`config.mk`:
```
export PLATFORM = sky130hd
export DESIGN_NAME = clrr_line_step
export DESIGN_NICKNAME = d
export VERILOG_FILES = /design/src/hdl/clrr_pkg.sv /design/src/hdl/clrr_line_step.sv
export SDC_FILE = /design/constraint.sdc
export NUM_CORES = 1
export LEC_CHECK = 0
export ABC_CLOCK_PERIOD_IN_PS = 9200
export BUFFER_PORTS_ARGS = -buffer_cell sky130_fd_sc_hd__buf_2
export CAP_MARGIN = 20
export CORE_UTILIZATION = 60
export CTS_BUF_LIST = sky130_fd_sc_hd__clkbuf_8
export DETAILED_ROUTE_END_ITERATION = 16
export HOLD_SLACK_MARGIN = 0.02
export PLACE_DENSITY = 0.8
export REMOVE_ABC_BUFFERS = 1
export SYNTH_ARGS = -nofsm -noshare
export SYNTH_HDL_FRONTEND = slang
export SYNTH_SLANG_ARGS = --single-unit
```
`constraint.sdc`:
```
create_clock -name clock -period 9.2 [get_ports clock]
set_clock_uncertainty 0.15 [all_clocks]
set_input_delay 0.92 -clock clock [delete_from_list [all_inputs] [get_ports clock]]
set_output_delay 0.92 -clock clock [all_outputs]
set_load 0.1 [all_outputs]
```
`src/hdl/clrr_pkg.sv`:
```
// Shared types, screen geometry and command codes for the line and rectangle rasterizer.
// No dependencies; every other file of the block imports this package.
package clrr_pkg;

   // Screen geometry and derived widths.
   localparam int SCREEN_WIDTH  = 256;
   localparam int SCREEN_HEIGHT = 192;
   localparam int STORE_DEPTH   = SCREEN_WIDTH * SCREEN_HEIGHT;
   localparam int X_BITS        = $clog2(SCREEN_WIDTH);
   localparam int Y_BITS        = $clog2(SCREEN_HEIGHT);
   localparam int ADDR_BITS     = $clog2(STORE_DEPTH);
   localparam int COLOR_BITS    = 16;

   // Outline edges reach x + w - 1, which needs one bit beyond the 12-bit inputs; two are given.
   localparam int COORD_BITS    = 14;
   localparam int ERR_BITS      = 16;

   // Command codes.
   localparam logic [2:0] CMD_CLEAR = 3'd0;
   localparam logic [2:0] CMD_PLOT  = 3'd1;
   localparam logic [2:0] CMD_LINE  = 3'd2;
   localparam logic [2:0] CMD_RECT  = 3'd3;
   localparam logic [2:0] CMD_FILL  = 3'd4;
   localparam logic [2:0] CMD_READ  = 3'd5;

   typedef logic signed [COORD_BITS-1:0] coord_type;
   typedef logic signed [ERR_BITS-1:0]   err_type;

   // Request and response words.
   typedef struct packed {
      logic [2:0]         command;
      logic signed [11:0] x_start;
      logic signed [11:0] y_start;
      logic signed [11:0] x_end;
      logic signed [11:0] y_end;
      logic [10:0]        rect_width;
      logic [10:0]        rect_height;
      logic [15:0]        color;
   } req_word_type;

   typedef struct packed {
      logic [15:0] read_data;
      logic        read_valid;
   } rsp_word_type;

   // Control from the sequencer to the line stepper, and the pixels it emits.
   typedef struct packed {
      logic      start;
      coord_type x0;
      coord_type y0;
      coord_type x1;
      coord_type y1;
   } line_cmd_type;

   typedef struct packed {
      logic      valid;
      logic      last;
      coord_type x;
      coord_type y;
   } line_pix_type;

   typedef enum logic [1:0] {
      LS_IDLE,
      LS_SETUP,
      LS_RUN
   } line_state_type;

   typedef enum logic [3:0] {
      TS_INIT,
      TS_IDLE,
      TS_CLEAR,
      TS_PLOT,
      TS_LINE_LOAD,
      TS_LINE_RUN,
      TS_FILL_SETUP,
      TS_FILL_RUN,
      TS_READ,
      TS_DONE
   } top_state_type;

endpackage

```
`src/hdl/clrr_line_step.sv`:
```
// Bresenham line stepper: emits one pixel coordinate per cycle between inclusive endpoints.
// Depends on clrr_pkg for coordinate, command and pixel types.
module clrr_line_step import clrr_pkg::*; (
   input  logic         clock,
   input  logic         reset,
   input  line_cmd_type line_cmd,
   output line_pix_type line_pix
);

   localparam coord_type ONE_C = coord_type'(1);

   line_state_type state_ff, state_in;
   coord_type      xa_ff, xa_in, ya_ff, ya_in, xb_ff, xb_in, yb_ff, yb_in;
   err_type        ddx_ff, ddx_in, ddy_ff, ddy_in, acc_ff, acc_in;
   logic           stx_neg_ff, stx_neg_in, sty_neg_ff, sty_neg_in;

   err_type        dx_diff, dy_diff, dx_abs, dy_abs, twice;
   logic           at_end, step_x, step_y;

   // Control state.
   always_ff @(posedge clock) begin
      if (reset) begin
         state_ff <= LS_IDLE;
      end else begin
         state_ff <= state_in;
      end
   end

   // Datapath registers.
   always_ff @(posedge clock) begin
      xa_ff      <= xa_in;
      ya_ff      <= ya_in;
      xb_ff      <= xb_in;
      yb_ff      <= yb_in;
      ddx_ff     <= ddx_in;
      ddy_ff     <= ddy_in;
      acc_ff     <= acc_in;
      stx_neg_ff <= stx_neg_in;
      sty_neg_ff <= sty_neg_in;
   end

   // Distances and the error test of one step.
   always_comb begin
      dx_diff = err_type'(xb_ff) - err_type'(xa_ff);
      dy_diff = err_type'(yb_ff) - err_type'(ya_ff);
      dx_abs  = dx_diff[ERR_BITS-1] ? -dx_diff : dx_diff;
      dy_abs  = dy_diff[ERR_BITS-1] ? -dy_diff : dy_diff;
      twice   = acc_ff <<< 1;
      step_x  = twice > -ddy_ff;
      step_y  = twice < ddx_ff;
      at_end  = (xa_ff == xb_ff) && (ya_ff == yb_ff);
   end

   // Sequencer: load endpoints, derive deltas, then step until the end pixel.
   always_comb begin
      state_in   = state_ff;
      xa_in      = xa_ff;
      ya_in      = ya_ff;
      xb_in      = xb_ff;
      yb_in      = yb_ff;
      ddx_in     = ddx_ff;
      ddy_in     = ddy_ff;
      acc_in     = acc_ff;
      stx_neg_in = stx_neg_ff;
      sty_neg_in = sty_neg_ff;
      line_pix   = '0;
      case (state_ff)
         LS_IDLE: begin
            if (line_cmd.start) begin
               xa_in    = line_cmd.x0;
               ya_in    = line_cmd.y0;
               xb_in    = line_cmd.x1;
               yb_in    = line_cmd.y1;
               state_in = LS_SETUP;
            end
         end
         LS_SETUP: begin
            ddx_in     = dx_abs;
            ddy_in     = dy_abs;
            acc_in     = dx_abs - dy_abs;
            stx_neg_in = !(xa_ff < xb_ff);
            sty_neg_in = !(ya_ff < yb_ff);
            state_in   = LS_RUN;
         end
         LS_RUN: begin
            line_pix.valid = 1'b1;
            line_pix.last  = at_end;
            line_pix.x     = xa_ff;
            line_pix.y     = ya_ff;
            if (at_end) begin
               state_in = LS_IDLE;
            end else begin
               acc_in = acc_ff - (step_x ? ddy_ff : '0) + (step_y ? ddx_ff : '0);
               if (step_x) begin
                  xa_in = stx_neg_ff ? xa_ff - ONE_C : xa_ff + ONE_C;
               end
               if (step_y) begin
                  ya_in = sty_neg_ff ? ya_ff - ONE_C : ya_ff + ONE_C;
               end
            end
         end
         default: begin
            state_in = LS_IDLE;
         end
      endcase
   end

endmodule

```
==> out/results.txt <==
Capture point of the critical path: acc_ff[14]
Final #Nets: 1347
Slew margin rel.: 0.373
Grt ovf: 0
Die X: 129 µm
Post-synth cell types: 67
Final setup viols: 0
Unrepaired setup endpoints after global routing: no
Drt initial violations: 488
Vias in the first global route: 7435
Largest net degree at the start of global routing: 68
Pwr Density: 361 nW/µm²
Crit path arrival time: 7.26 ns
Critical path endpoint category: flop
H-Tree Depth: 3
Fin Setup TNS: 0 ns
Status: finished clean
Worst min-delay path class: input port to flop
Seq/Total Area, Yosys: 0.329
Post-CTS setup buffer count: 0
Core Box Area: 15800 µm²
Initial Util: 0.614
Gpl congestion: 0.915
PortBufs: 88
Shortest period the worst path allows: 7.28 ns
Tcrit/Tclk final: 0.791
FP Rows: 46
Reg2reg setup slack: 1.92 ns
Clock root cell: clkbuf_8
Asr flop ratio synth: 0
Final Hold Fails: 0
Vias: 7827
DR pass1 iterations: 4
Final Slew Violations: 0
Cell Area, Synth: 9720 µm²
Initial antenna violation count: 1
GRT Total Usage: 0.274
First-pass GRT wire length: 35500 µm
Mapped Avg Cell Area: 9.10 µm²
Syn. warnings: 0
DRC viols: 0
Fmax: 137 MHz
Kind of critical path: flop to flop
Max-cap viol count: 0
Clk buf depth: 2
Top_reg_cell synth: edfxtp_1
Clock-pin slew on the worst setup and hold paths: 0.09 ns
Worst r2r src: ddy_ff[3]
Cells after Synth: 1068
CP startpoint kind: flop
Final WL: 21300 µm
Post-DP HPWL: 16800 µm
Die area: 16700 µm²
Final Instance Area: 10600 µm²
Worst R2R End: acc_ff[14]
Routed wire per std cell: 15.5 µm
Layout cells sized above 1: 0.111
Hold Slack: 0.539 ns
Synth area leaders: edfxtp_1 32%, ha_1 15%, xnor2_1 5.7%, inv_1 5.1%, xor2_1 4.0%
Post-synth top area cell: edfxtp_1
Worst ir drop on vdd: 200 µV
Post-CTS Resized: 0
DRT antenna net count: 0
Post-DP Area: 10400 µm²
Count of flip-flops with a built-in enable after synthesis: 105
Req. time, crit path: 9.18 ns
Worst Setup SP: ddy_ff[3]
Chip Height: 129 µm
Worst Reg-to-Reg Cells: 25
CTS tree: done
Synth top area share: 0.324
# hold bufs at CTS: 0
Synth Register Bits: 107
Vias per cell: 5.70
Num CTS Buffers: 9
Max FO, Critical Path: 15
Ports: 89
Worst slew pin tran: 0.932 ns
Cell leakage power: 4.96 nW
P&R area growth vs syn: 8.77%
Clock sinks: 107
Worst-skew pair later-pin latency: 0.39 ns
[synth_stat cells (all sizes together), types with 7 or more instances]
library cell  number
inv              133
ha               115
edfxtp           105
nand2             98
nor2              81
a21oi             64
xnor2             63
o21ai             62
xor2              44
a21o              26
nand3             22
and3              21
nor3              21
fa                19
clkbuf            18
nor2b             15
nand2b            14
or3               13
o21a               9
o31ai              9
a31oi              8
nor4               7
[worst min-delay path by stage]
stage	endpoint	slack, ns	start	depth (start not counted)
floorplan	xa_ff[0]	0.47	xa_ff[0]	1
global placement	xa_ff[0]	0.51	xa_ff[0]	1
detailed placement	ya_ff[0]	0.53	ya_ff[0]	1
CTS	state_ff[1]	0.52	reset	2
global route	state_ff[1]	0.53	reset	2
finish	state_ff[1]	0.54	reset	2
[placed cells by master, fill, tap and decap left out, types with 5 or more instances in the layout]
master / synthesis / final
inv_1: 133 / 133
ha_1: 115 / 115
edfxtp_1: 105 / 105
nand2_1: 98 / 98
buf_2: 0 / 88
nor2_1: 81 / 81
xnor2_1: 63 / 63
a21oi_1: 62 / 62
o21ai_0: 62 / 62
xor2_1: 44 / 44
a21o_1: 26 / 26
nand3_1: 22 / 22
nor3_1: 21 / 21
and3_1: 21 / 21
fa_1: 19 / 19
nor2b_1: 15 / 14
or3_1: 13 / 13
nand2b_1: 14 / 13
o21a_1: 9 / 9
o31ai_1: 9 / 9
clkbuf_8: 0 / 9
a31oi_1: 8 / 8
nor4_1: 7 / 7
buf_4: 0 / 7
o21bai_1: 6 / 6
a41oi_1: 6 / 6
a211o_1: 5 / 5
nand4_1: 5 / 5
mux2i_1: 5 / 5
or4_1: 5 / 5
[per-layer routing]
layer	track usage	up-vias	share of wire
met3	0.0347	38	0.052
met4	0.117	0	0.029
met2	0.447	236	0.46
li1	-	3929	-
met5	0	-	0
met1	0.368	3624	0.46
[per-stage QoR]
| stage | util | std cells | setup slack, ns | power (mW) |
|---|---|---|---|---|
| finish | 0.668 | 1374 | 1.92 | 3.82 |
| global route | 0.668 | 1374 | 1.41 | 4.23 |
| detailed placement | 0.658 | 1359 | 2.01 | 3.54 |
| global placement | 0.658 | 1359 | 2.19 | 3.46 |
| CTS | 0.668 | 1373 | 1.97 | 3.81 |
| floorplan | - | 1048 | 2.76 | 2.98 |
[cells by family after synthesis]
group                      count (synthesis)  synth area share
AOI/OAI and AO/OA                        230             0.151
and+or+nand+nor                          326             0.167
other                                      1          0.000386
adders and majority gates                134             0.187
muxes                                      7           0.00747
buffers and inverters                    155            0.0599
xor gates and xnor gates                 108            0.0987
DFF                                      107             0.329
[area by class of cell]
cell class                      count  area [µm²]
Timing Repair Buffer               95         493
Clock buffer                        9         124
Multi-Input combinational cell    807        5960
Tap cell                          216         270
Fill cell                        1286        5260
Inverter                          134         503
Clock inverter                      5        22.5
Antenna cell                        1        2.50
Sequential cell                   107        3190
[flip-flops by register name (all words and copies together), names as in the netlist, 2 cells and up]
| signal | cells |
|---|---|
| acc_ff | 15 |
| ddx_ff | 16 |
| ddy_ff | 16 |
| state_ff | 2 |
| xa_ff | 14 |
| xb_ff | 14 |
| ya_ff | 14 |
| yb_ff | 14 |
[where the power goes]
part	switching (mW)	leakage (nW)	internal, mW
registers	0.0785	1.01	0.711
logic	1.58	3.87	1.19
clock network	0.161	0.0796	0.0925
total	1.82	4.96	2.00
[critical path: stages (launching register included)]
cell	delay, ns
edfxtp_1	0.46
or4_1	0.60
nor4_1	0.29
nand2_1	0.11
or2_2	0.33
nor4_1	0.24
xor2_1	0.13
ha_1	0.32
nand4_1	0.13
or4_1	0.51
o22ai_1	0.13
a211oi_1	0.10
xnor2_1	0.71
and3_1	0.30
fa_1	0.42
inv_1	0.07
ha_1	0.27
o21ai_0	0.17
a21oi_1	0.09
o211a_1	0.22
o21ai_0	0.27
a21oi_1	0.14
o41ai_1	0.42
o21ai_0	0.20
xnor2_1	0.16
mux2i_1	0.08
Note: power is estimated with default switching activity, not from simulation.
